### src/rtl/core/assert_macros.svh
// Assertion macros shared by the RTL of the radix digit converter.
// Needs a clock named clk and an active-low reset named rst_n in scope.
`ifndef ASSERT_MACROS_SVH
`define ASSERT_MACROS_SVH

`ifndef NO_ASSERTIONS

// Clocked property, disabled during reset, generic message
`define ASSERT_CLK(label, prop) \
    label: assert property (@(posedge clk) disable iff (!rst_n) (prop)) \
        else $error("assertion failed");

// Clocked property, disabled during reset, caller-supplied message
`define ASSERT_CLK_MSG(label, prop, msg) \
    label: assert property (@(posedge clk) disable iff (!rst_n) (prop)) \
        else $error(msg);

`else

`define ASSERT_CLK(label, prop)
`define ASSERT_CLK_MSG(label, prop, msg)

`endif

`endif

### src/rtl/core/rdc_pkg.sv
// Package for the radix digit converter: field widths, reset values, sequencer states.
// No dependencies.
package rdc_pkg;

    // Fixed width of the value, radix and digit fields
    localparam int FIELD_W = 31;

    // Configuration port
    localparam int APB_ADDR_W = 2;
    localparam int APB_DATA_W = 32;

    // Radix reset value and smallest usable base
    localparam logic [FIELD_W-1:0] RADIX_RESET = FIELD_W'(10);
    localparam logic [FIELD_W-1:0] RADIX_MIN   = FIELD_W'(2);

    // Conversion sequencer
    typedef enum logic [2:0] {
        ST_IDLE,
        ST_LOAD,
        ST_DIV,
        ST_RD,
        ST_OUT
    } rdc_state_t;

endpackage

### src/rtl/core/rdc_divider.sv
// Bit-serial restoring divider: one quotient bit per cycle.
// Depends on rdc_pkg (FIELD_W) and assert_macros.svh.
`include "assert_macros.svh"

module rdc_divider
    import rdc_pkg::*;
#(
    parameter int DW = 31
)
(
    input  logic               clk,
    input  logic               rst_n,
    input  logic               start,
    input  logic [DW-1:0]      dividend,
    input  logic [FIELD_W-1:0] divisor,
    output logic [DW-1:0]      quotient,
    output logic [FIELD_W-1:0] remainder,
    output logic               done
);

    localparam int CW = (DW > 1) ? $clog2(DW) : 1;

    logic [FIELD_W-1:0] rem_reg, rem_next;
    logic [DW-1:0]      quo_reg, quo_next;
    logic [CW-1:0]      cnt_reg, cnt_next;
    logic               run_reg, run_next;
    logic               done_reg, done_next;

    logic [FIELD_W:0]   partial;
    logic [FIELD_W:0]   diff;
    logic               fits;

    // One restoring step: shift in the next dividend bit, subtract if it fits
    always_comb
    begin
        partial = {rem_reg, quo_reg[DW-1]};
        fits    = (partial >= {1'b0, divisor});
        diff    = partial - {1'b0, divisor};
    end

    // Step control
    always_comb
    begin
        rem_next  = rem_reg;
        quo_next  = quo_reg;
        cnt_next  = cnt_reg;
        run_next  = run_reg;
        done_next = 1'b0;
        if (start)
        begin
            rem_next = '0;
            quo_next = dividend;
            cnt_next = CW'(DW - 1);
            run_next = 1'b1;
        end
        else if (run_reg)
        begin
            rem_next = fits ? diff[FIELD_W-1:0] : partial[FIELD_W-1:0];
            quo_next = {quo_reg[DW-2:0], fits};
            cnt_next = cnt_reg - 1'b1;
            if (cnt_reg == '0)
            begin
                run_next  = 1'b0;
                done_next = 1'b1;
            end
        end
    end

    // Control registers
    always_ff @(posedge clk or negedge rst_n)
    begin
        if (!rst_n)
        begin
            run_reg  <= 1'b0;
            done_reg <= 1'b0;
            cnt_reg  <= '0;
        end
        else
        begin
            run_reg  <= run_next;
            done_reg <= done_next;
            cnt_reg  <= cnt_next;
        end
    end

    // Datapath registers
    always_ff @(posedge clk)
    begin
        rem_reg <= rem_next;
        quo_reg <= quo_next;
    end

    assign quotient  = quo_reg;
    assign remainder = rem_reg;
    assign done      = done_reg;

    `ASSERT_CLK_MSG(a_rem_below_divisor, run_reg |-> (rem_reg < divisor),
        "partial remainder not below divisor")
    `ASSERT_CLK(a_done_ends_run, done_reg |-> !run_reg)
    `ASSERT_CLK(a_done_after_last_step, done_reg |-> $past(run_reg) && $past(cnt_reg) == '0)

endmodule

### src/rtl/core/radix_digit_converter.sv
// Top level of the radix digit converter: APB radix register, sequencer, digit store.
// Depends on rdc_pkg, rdc_divider and assert_macros.svh.
//
//  channel   signals                                   direction
//  --------  ----------------------------------------  ---------
//  input     start, busy, value                        in (busy out)
//  result    digit_valid, digit, last_digit            out
//  config    psel penable pwrite paddr pwdata prdata   APB slave
//
// A word is accepted when start is high and busy is low; busy stays high
// until the final digit has been sent.
// Each digit is computed in the shared bit-serial divider, then sent by a
// store read followed by output. Digits appear most significant first,
// one cycle each with digit_valid; the receiver cannot stall. Reset sets
// the radix to 10 and idles the block.
`include "assert_macros.svh"

module radix_digit_converter
    import rdc_pkg::*;
#(
    parameter int VALUE_BITS = 31,
    parameter int MAX_DIGITS = 31
)
(
    input  logic                  clk,
    input  logic                  rst_n,
    // input word
    input  logic                  start,
    output logic                  busy,
    input  logic [FIELD_W-1:0]    value,
    // result word
    output logic                  digit_valid,
    output logic [FIELD_W-1:0]    digit,
    output logic                  last_digit,
    // configuration
    input  logic                  psel,
    input  logic                  penable,
    input  logic                  pwrite,
    input  logic [APB_ADDR_W-1:0] paddr,
    input  logic [APB_DATA_W-1:0] pwdata,
    output logic [APB_DATA_W-1:0] prdata,
    output logic                  pready
);

    localparam int IDX_W = (MAX_DIGITS > 1) ? $clog2(MAX_DIGITS) : 1;
    localparam int CNT_W = $clog2(MAX_DIGITS + 1);

    rdc_state_t          state_reg, state_next;
    logic [FIELD_W-1:0]  radix_reg;
    logic [VALUE_BITS-1:0] q_reg, q_next;
    logic [CNT_W-1:0]    cnt_reg, cnt_next;
    logic [IDX_W-1:0]    ptr_reg, ptr_next;
    logic [FIELD_W-1:0]  rd_data_reg;

    logic [FIELD_W-1:0]  digit_store [MAX_DIGITS];

    logic [FIELD_W+VALUE_BITS-1:0] value_ext;
    logic [FIELD_W-1:0]  base_eff;
    logic                div_start;
    logic                div_done;
    logic [VALUE_BITS-1:0] div_quo;
    logic [FIELD_W-1:0]  div_rem;
    logic                mem_wr;
    logic                mem_rd;
    logic [CNT_W-1:0]    cnt_inc;

    // APB register: any write updates the radix
    always_ff @(posedge clk or negedge rst_n)
    begin
        if (!rst_n)
        begin
            radix_reg <= RADIX_RESET;
        end
        else if (psel && penable && pwrite && pready)
        begin
            radix_reg <= pwdata[FIELD_W-1:0];
        end
    end

    assign pready = 1'b1;
    assign prdata = {{(APB_DATA_W - FIELD_W){1'b0}}, radix_reg};

    // Bases below two act as two
    assign base_eff  = (radix_reg < RADIX_MIN) ? RADIX_MIN : radix_reg;
    assign value_ext = {{VALUE_BITS{1'b0}}, value};
    assign cnt_inc   = cnt_reg + 1'b1;

    // Shared divider
    rdc_divider #(
        .DW(VALUE_BITS)
    ) u_div (
        .clk       (clk),
        .rst_n     (rst_n),
        .start     (div_start),
        .dividend  (q_reg),
        .divisor   (base_eff),
        .quotient  (div_quo),
        .remainder (div_rem),
        .done      (div_done)
    );

    // Sequencer: divide until the quotient is zero or the store is full, then send the stored digits back
    always_comb
    begin
        state_next = state_reg;
        q_next     = q_reg;
        cnt_next   = cnt_reg;
        ptr_next   = ptr_reg;
        div_start  = 1'b0;
        mem_wr     = 1'b0;
        mem_rd     = 1'b0;
        case (state_reg)
            ST_IDLE:
            begin
                if (start)
                begin
                    q_next     = value_ext[VALUE_BITS-1:0];
                    cnt_next   = '0;
                    state_next = ST_LOAD;
                end
            end
            ST_LOAD:
            begin
                div_start  = 1'b1;
                state_next = ST_DIV;
            end
            ST_DIV:
            begin
                if (div_done)
                begin
                    mem_wr   = 1'b1;
                    q_next   = div_quo;
                    cnt_next = cnt_inc;
                    if (div_quo == '0 || cnt_inc == CNT_W'(MAX_DIGITS))
                    begin
                        ptr_next   = cnt_reg[IDX_W-1:0];
                        state_next = ST_RD;
                    end
                    else
                    begin
                        state_next = ST_LOAD;
                    end
                end
            end
            ST_RD:
            begin
                mem_rd     = 1'b1;
                state_next = ST_OUT;
            end
            ST_OUT:
            begin
                if (ptr_reg == '0)
                begin
                    state_next = ST_IDLE;
                end
                else
                begin
                    ptr_next   = ptr_reg - 1'b1;
                    state_next = ST_RD;
                end
            end
            default:
            begin
                state_next = ST_IDLE;
            end
        endcase
    end

    // Sequencer registers
    always_ff @(posedge clk or negedge rst_n)
    begin
        if (!rst_n)
        begin
            state_reg <= ST_IDLE;
            q_reg     <= '0;
            cnt_reg   <= '0;
            ptr_reg   <= '0;
        end
        else
        begin
            state_reg <= state_next;
            q_reg     <= q_next;
            cnt_reg   <= cnt_next;
            ptr_reg   <= ptr_next;
        end
    end

    // Digit store: one write port, one registered read port
    always_ff @(posedge clk)
    begin
        if (mem_wr)
        begin
            digit_store[cnt_reg[IDX_W-1:0]] <= div_rem;
        end
        if (mem_rd)
        begin
            rd_data_reg <= digit_store[ptr_reg];
        end
    end

    // Result word
    assign busy        = (state_reg != ST_IDLE);
    assign digit_valid = (state_reg == ST_OUT);
    assign digit       = rd_data_reg;
    assign last_digit  = (state_reg == ST_OUT) && (ptr_reg == '0);

    `ASSERT_CLK(a_valid_while_busy, digit_valid |-> busy)
    `ASSERT_CLK(a_last_with_valid, last_digit |-> digit_valid)
    `ASSERT_CLK(a_idle_after_last, (digit_valid && last_digit) |=> !busy)
    `ASSERT_CLK_MSG(a_digit_below_base, digit_valid |-> (digit < base_eff),
        "digit not below base")
    `ASSERT_CLK(a_done_only_dividing, div_done |-> (state_reg == ST_DIV))

endmodule
### config.mk
export PLATFORM = sky130hd
export DESIGN_NAME = radix_digit_converter
export DESIGN_NICKNAME = d
export VERILOG_FILES = /design/src/rtl/core/rdc_pkg.sv /design/src/rtl/core/rdc_divider.sv /design/src/rtl/core/radix_digit_converter.sv
export VERILOG_INCLUDE_DIRS = /design/src /design/src/rtl/core
export SDC_FILE = /design/constraint.sdc
export NUM_CORES = 1
export LEC_CHECK = 0
export ABC_AREA = 1
export BUFFER_PORTS_ARGS = -buffer_cell sky130_fd_sc_hd__buf_4
export CORE_UTILIZATION = 65
export CTS_BUF_LIST = sky130_fd_sc_hd__clkbuf_4
export CTS_CLUSTER_SIZE = 8
export DETAILED_ROUTE_END_ITERATION = 8
export GPL_ROUTABILITY_DRIVEN = 0
export MAX_ROUTING_LAYER = met4
export PLACE_DENSITY_LB_ADDON = 0.05
export SKIP_CTS_REPAIR_TIMING = 1
export SLEW_MARGIN = 15
export SYNTH_ARGS = -nofsm -noshare
export SYNTH_HDL_FRONTEND = slang
export SYNTH_SLANG_ARGS = --single-unit
### constraint.sdc
create_clock -name clk -period 3.7 [get_ports clk]
set_input_delay 0.74 -clock clk [delete_from_list [all_inputs] [get_ports clk]]
set_output_delay 0.74 -clock clk [all_outputs]
set_load 0.1 [all_outputs]
Word level (Yosys, flattened, before mapping)
Memory sizes are Yosys's and may differ from the RTL's. A register that Yosys moved wholly into a read port is not among the register bits.
Index checks and enable logic that the tools add are counted.
- add/subtract/negate cells: 4
- multipliers: 0
- equal/unequal tests: 9
- shifts and indexed selects: 0
- divide/modulo/power cells: 0
- muxes and demuxes: 33
- bitwise gates (word level): 0
- $lt $le $gt $ge: 2
- reduce and logical (&&, ||, !) cells: 15
- operators by type and width (operator ; count):
    $mux 31 ; 6
    $pmux 31 s2 ; 1
    $mux 5 ; 7
    $ge 32x31->1 ; 1
    $logic_not 31->1 ; 1
    $lt 31x2->1 const B ; 1
    $sub 31x31->31 ; 1
    $pmux 5 s2 ; 2
    $pmux 3 s5 ; 1
    $mux 1 ; 12
    $logic_not 5->1 ; 2
    $sub 5x1->5 const B ; 2
    $eq 3x2->1 const B ; 2
    $mux 3 ; 2
    $ne 2x2->1 const B ; 3
    $reduce_bool 2->1 ; 3
    $add 5x1->5 const B ; 1
    $eq 5x5->1 const B ; 1
    $mux 2 ; 2
    $reduce_and 4->1 ; 1
    $eq 3x1->1 const B ; 1
    $eq 3x3->1 const B ; 1
    $logic_and 1x1->1 ; 3
    $logic_not 3->1 ; 1
    5 further kinds ; 5
- ROM bits: 0
- latch bits: 0
- RAM bits: 961
- logic and storage cells: 74
- output and inout port bits: 67
- memories: 1
- input port bits: 71
- register bits after elaboration: 144
- memory list (memory ; words ; width ; rd ports ; clocked after memory_dff ; wr ports ; line ; text):
    digit_store ; 31 ; 31 ; 1 ; 1 ; 1 ; radix_digit_converter.sv:55 ; logic [FIELD_W-1:0] digit_store [MAX_DIGITS];

Longest topological paths before layout
- depth in word-level cells: 6
- mapped depth: 21
- mapped depth without buffers: 20

Hierarchy
From an unflattened synthesis, not the netlist that was laid out.
- cell total of the unflattened synthesis: 4555
- area, all modules: 48980.7 um^2
- modules (own cells, without submodules) (module ; sequential area each (um^2) ; times used ; area an instance (um^2) ; cells an instance):
    radix_digit_converter ; 31667.9 ; 1 ; 43188.9 ; 3615
    rdc_divider ; 1726.7 ; 1 ; 5791.8 ; 940

Least setup slack after synthesis
No wires, ideal clock.
- path type: reg-to-output
- from: register ptr_reg[0]
- to: output port last_digit
- arrival: 2.708 ns
- buffers on the path: 4
- data required time: 2.960 ns
- cell stages (with the launch flop): 9
- slack: 0.252 ns
- cell sequence: dfrtp_1 > buf_4 > inv_2 > buf_2 > buf_2 > buf_2 > ha_1 > nand3_1 > nor2_1
- longest elaborated chain between the ends: 2
- ends and longest elaborated chain (element ; line ; text):
    start, declared ; radix_digit_converter.sv:52 ; logic [IDX_W-1:0] ptr_reg, ptr_next;
    start signal, assigned ; radix_digit_converter.sv:184 ; ptr_reg <= ptr_next;
    $logic_not 5->1 ; radix_digit_converter.sv:205 ; assign last_digit = (state_reg == ST_OUT) && (ptr_reg == '0);
    $logic_and 1x1->1 ; radix_digit_converter.sv:205 ;
    end, declared ; radix_digit_converter.sv:34 ; output logic last_digit,
No other way between the ends.

Worst setup path in the final report
- from: register ptr_reg[2]
- to: output port last_digit
Same word-level chain as after synthesis.

==> results <==
- The post-layout total power is 25.2 mW.
- The clock-pin transition on the worst setup and hold timing paths is 0.07 ns.
- The normalized max-slew margin is 25.1%.
- The cell at the root of the clock tree is sky130_fd_sc_hd__clkbuf_4.
- The final setup skew is 0.118 ns.
- In this run the critical register-to-register path is captured at u_div.remainder[29]$_SDFFE_PP0P_.
- The number of max-cap violations is 0.
- The clock latency reported for the late side of the worst-skew pair is 1.13 ns.
- Yosys mapped a number of flops with a built-in enable equal to 1023.
- The register with the most flip-flops in the layout has 961 of them.
- In the final layout, the share of cells above drive strength 1 is 15.6%.
- The count of yosys warnings during synthesis is 0.
- For this run, the leading register cell type out of synthesis is sky130_fd_sc_hd__edfxtp_1.
- The filler cell count is 4736.
- The number of H-tree levels is 5.
- The total half-perimeter wirelength after legalization and detailed placement is 69.6 mm.
- The initial antenna violation count came to 1.
- The number of hold-slack violations in the final timing report is 0.
- Of all flip-flops after synthesis, the portion carrying an async set or reset was 7.22%.
- The total power density per cell area is 463 mW/mm^2.
- Summed over all layers, the routed wires come to 127 mm.
- The first-pass GRT wire length is 190 mm.
- Data on the critical path is required at its endpoint by 2.96 ns.
- Leaving out fill and tap cells, the most frequent cell in the layout is sky130_fd_sc_hd__edfxtp_1.
- The startpoint kind of the worst setup timing path is a flop.
- Dividing the detail-routed via count by the number of cells gives 6.04.
- The overall global routing resource usage is 35.5%.
- The number of global-route vias before repair is 32500.
- The detail route stage leaves a number of antenna-violating nets equal to 0.
- The class of the tightest hold or removal check is in -> reg.
- The height of the die is 273 um.
- The number of optimization iterations in the first detailed-route pass is 5.
- The kind of critical path is reg -> out.
- The average footprint of a synthesized cell is 11.4 sq um.
- The number of placed instances, taps included, is 5136.
- The multi-input combinational cell area is 0.0124 sq mm.
- The setup violation total in the final timing report is 0.
- Of all nets on the critical path, the largest fanout is 12.
- The layout-stage area growth over the synthesis result is 14.1%.
- The final hold slack is 0.0513 ns.
- In this run the register-to-register setup slack is 0.34 ns.
- The core outline area is 0.0720 sq mm.
- The number of clock sinks is 1136.
- The final core utilization is 75.5%.
- In this run, synthesis produced a sequential element count of 1136.
- After the flow finishes, the layout carries non-filler instances totaling 5676.
- The library cells used most frequently in the layout, excluding fill and tap cells, are sky130_fd_sc_hd__edfxtp_1 (1023), sky130_fd_sc_hd__nand2_1 (663), sky130_fd_sc_hd__nor2_1 (569), sky130_fd_sc_hd__o21ai_0 (490), sky130_fd_sc_hd__clkbuf_4 (403).
- When the netlist entered floorplanning its net count stood at 4281.
- TritonCTS built the clock tree.
- The count of nets after finishing is 4658.
- From left edge to right edge, the die measures 273 um.
- The worst reg2reg path startpoint is radix_reg[2]$_DFFE_PN0P_.
- The maximum clock frequency is 0.280 GHz.
- Setup repair after global routing could not meet its margin everywhere.
- The reported leakage power is 21.3 nW.
- After floorplanning, the core was divided into 98 placement rows.
- The maximum resistive drop on vdd is 0.343 mV.
- The arrival time reported for the critical path endpoint is 2.83 ns.
- The netlist uses 46 different library cells.
- The total overflow left after global routing is 0.
- The mapped cell area is 0.0476 sq mm.
- The sequential cell area is 0.0334 sq mm.
- The post-synthesis cell count is 4171.
- In this run, the number of DRC markers left after iteration 0 of detailed routing was 4202.
- The number of buffers added by the clock tree synthesis step is 297.
- The number of ports placed on the die boundary is 138.
- Entering global routing, the biggest net connects 152 pins.
- The startpoint of the lowest-slack hold path is start.
- The run finished with clean final reports.
- The average wire per cell in the routed design is 22.4 um.
- The total of buffers placed on input and output ports is 132.
- The initial cell density of the core is 66.2%.
- The final cycle utilization of the critical path is 96.6%.
- The critical path capture point type is an output pin.
- The largest buffer count on any clock path is 4.
- The measured slew at the worst slew-check pin is 1.12 ns.
- Summing over every cut layer, the via total after detailed routing is 34300.
- The die covers 0.0744 sq mm.
- For the worst flop-to-flop path, the logic depth is 19.
- The number of pins exceeding their max-slew limit in the final report is 0.
- The worst hold path endpoint is state_reg[0]$_DFFE_PN0P_.
- The number of cells traversed by the worst hold path is 3.
- Sequential elements use 70.1% of the synthesized area.
- The final-layout setup total negative slack is 0 ns.
- The shortest period the worst path allows is 3.57 ns.
- In the routed design, unresolved DRC markers number 0.
==> final cells by class <==
type / instances / share of cell area [%]
Multi-Input combinational cell: 2532 / 22.9
Tap cell: 950 / 2.19
Antenna cell: 3 / 0.0138
Timing Repair Buffer: 315 / 5.36
Sequential cell: 1136 / 61.4
Clock buffer: 403 / 5.56
Inverter: 266 / 1.91
Clock inverter: 71 / 0.658
==> cell usage after synthesis (6+ instances only) <==
master,instances,area [sq um]
sky130_fd_sc_hd__nand2_1,663,2490
sky130_fd_sc_hd__buf_4,22,165
sky130_fd_sc_hd__a21oi_1,110,551
sky130_fd_sc_hd__buf_1,9,33.8
sky130_fd_sc_hd__nor2_1,604,2270
sky130_fd_sc_hd__o21ai_0,490,2450
sky130_fd_sc_hd__inv_1,258,968
sky130_fd_sc_hd__and2_1,6,37.5
sky130_fd_sc_hd__nor4_1,7,43.8
sky130_fd_sc_hd__o221ai_1,21,184
sky130_fd_sc_hd__edfxtp_1,1023,30700
sky130_fd_sc_hd__o21a_1,20,150
sky130_fd_sc_hd__dfxtp_1,31,621
sky130_fd_sc_hd__nand4_1,25,156
sky130_fd_sc_hd__ha_1,38,475
sky130_fd_sc_hd__nand3b_1,18,135
sky130_fd_sc_hd__nor3_1,17,85.1
sky130_fd_sc_hd__dfrtp_1,80,2000
sky130_fd_sc_hd__xnor2_1,15,131
sky130_fd_sc_hd__o21ai_1,23,115
sky130_fd_sc_hd__buf_2,80,400
sky130_fd_sc_hd__a31oi_1,21,131
sky130_fd_sc_hd__clkbuf_1,122,458
sky130_fd_sc_hd__o211ai_1,78,586
sky130_fd_sc_hd__o22ai_1,132,826
sky130_fd_sc_hd__inv_2,7,26.3
sky130_fd_sc_hd__nand3_1,212,1060
==> critical path, cell delays in order (launching register included) <==
cell	delay, ns
sky130_fd_sc_hd__dfrtp_2	0.55
sky130_fd_sc_hd__nor2_4	0.51
sky130_fd_sc_hd__nand3_1	0.22
sky130_fd_sc_hd__nor2_1	0.21
sky130_fd_sc_hd__buf_6	0.26
==> per-stage QoR <==
step	cell area, sq um	setup slack (ns)
3_5_place_dp	50300	0.271
5_1_grt	54400	-0.0200
4_1_cts	53700	-0.146
3_3_place_gp	50300	0.323
6_report	54400	0.126
2_1_floorplan	47600	0.252
==> worst max-delay path by stage <==
stage,start,endpoint,cells past startpoint
after floorplan,ptr_reg[0]$_DFFE_PN0P_,last_digit,8
after global placement,radix_reg[2]$_DFFE_PN0P_,u_div.remainder[25]$_SDFFE_PP0P_,19
after detailed placement,radix_reg[2]$_DFFE_PN0P_,u_div.remainder[25]$_SDFFE_PP0P_,19
after CTS,ptr_reg[0]$_DFFE_PN0P_,last_digit,5
after global routing,ptr_reg[2]$_DFFE_PN0P_,last_digit,4
final,ptr_reg[2]$_DFFE_PN0P_,last_digit,4
==> kinds of logic after synthesis <==
group	share of synthesized area, %
buf+inv	4.41
xor+xnor	0.349
other cells	0.0158
fa+ha+maj	1.04
flops	70.1
simple gates	13.5
compound gates	10.6
mux	0.0236
==> where the power goes <==
part	internal, mW	switching, mW	leakage (nW)
Combinational	0.357	0.885	8.25
Sequential	13.8	0.0400	11.1
Clock	5.21	4.85	2.03
Total	19.4	5.77	21.3
==> layer usage <==
| metal | vias up | track usage [%] | share of wire [%] |
|---|---|---|---|
| li1 | 15700 | - | - |
| met1 | 16500 | 46.6 | 39 |
| met2 | 1807 | 55.2 | 48 |
| met3 | 290 | 6.19 | 9.3 |
| met4 | 0 | 15.0 | 3.6 |
| met5 | - | - | 0 |
Note: power is estimated with default switching activity, not from simulation.
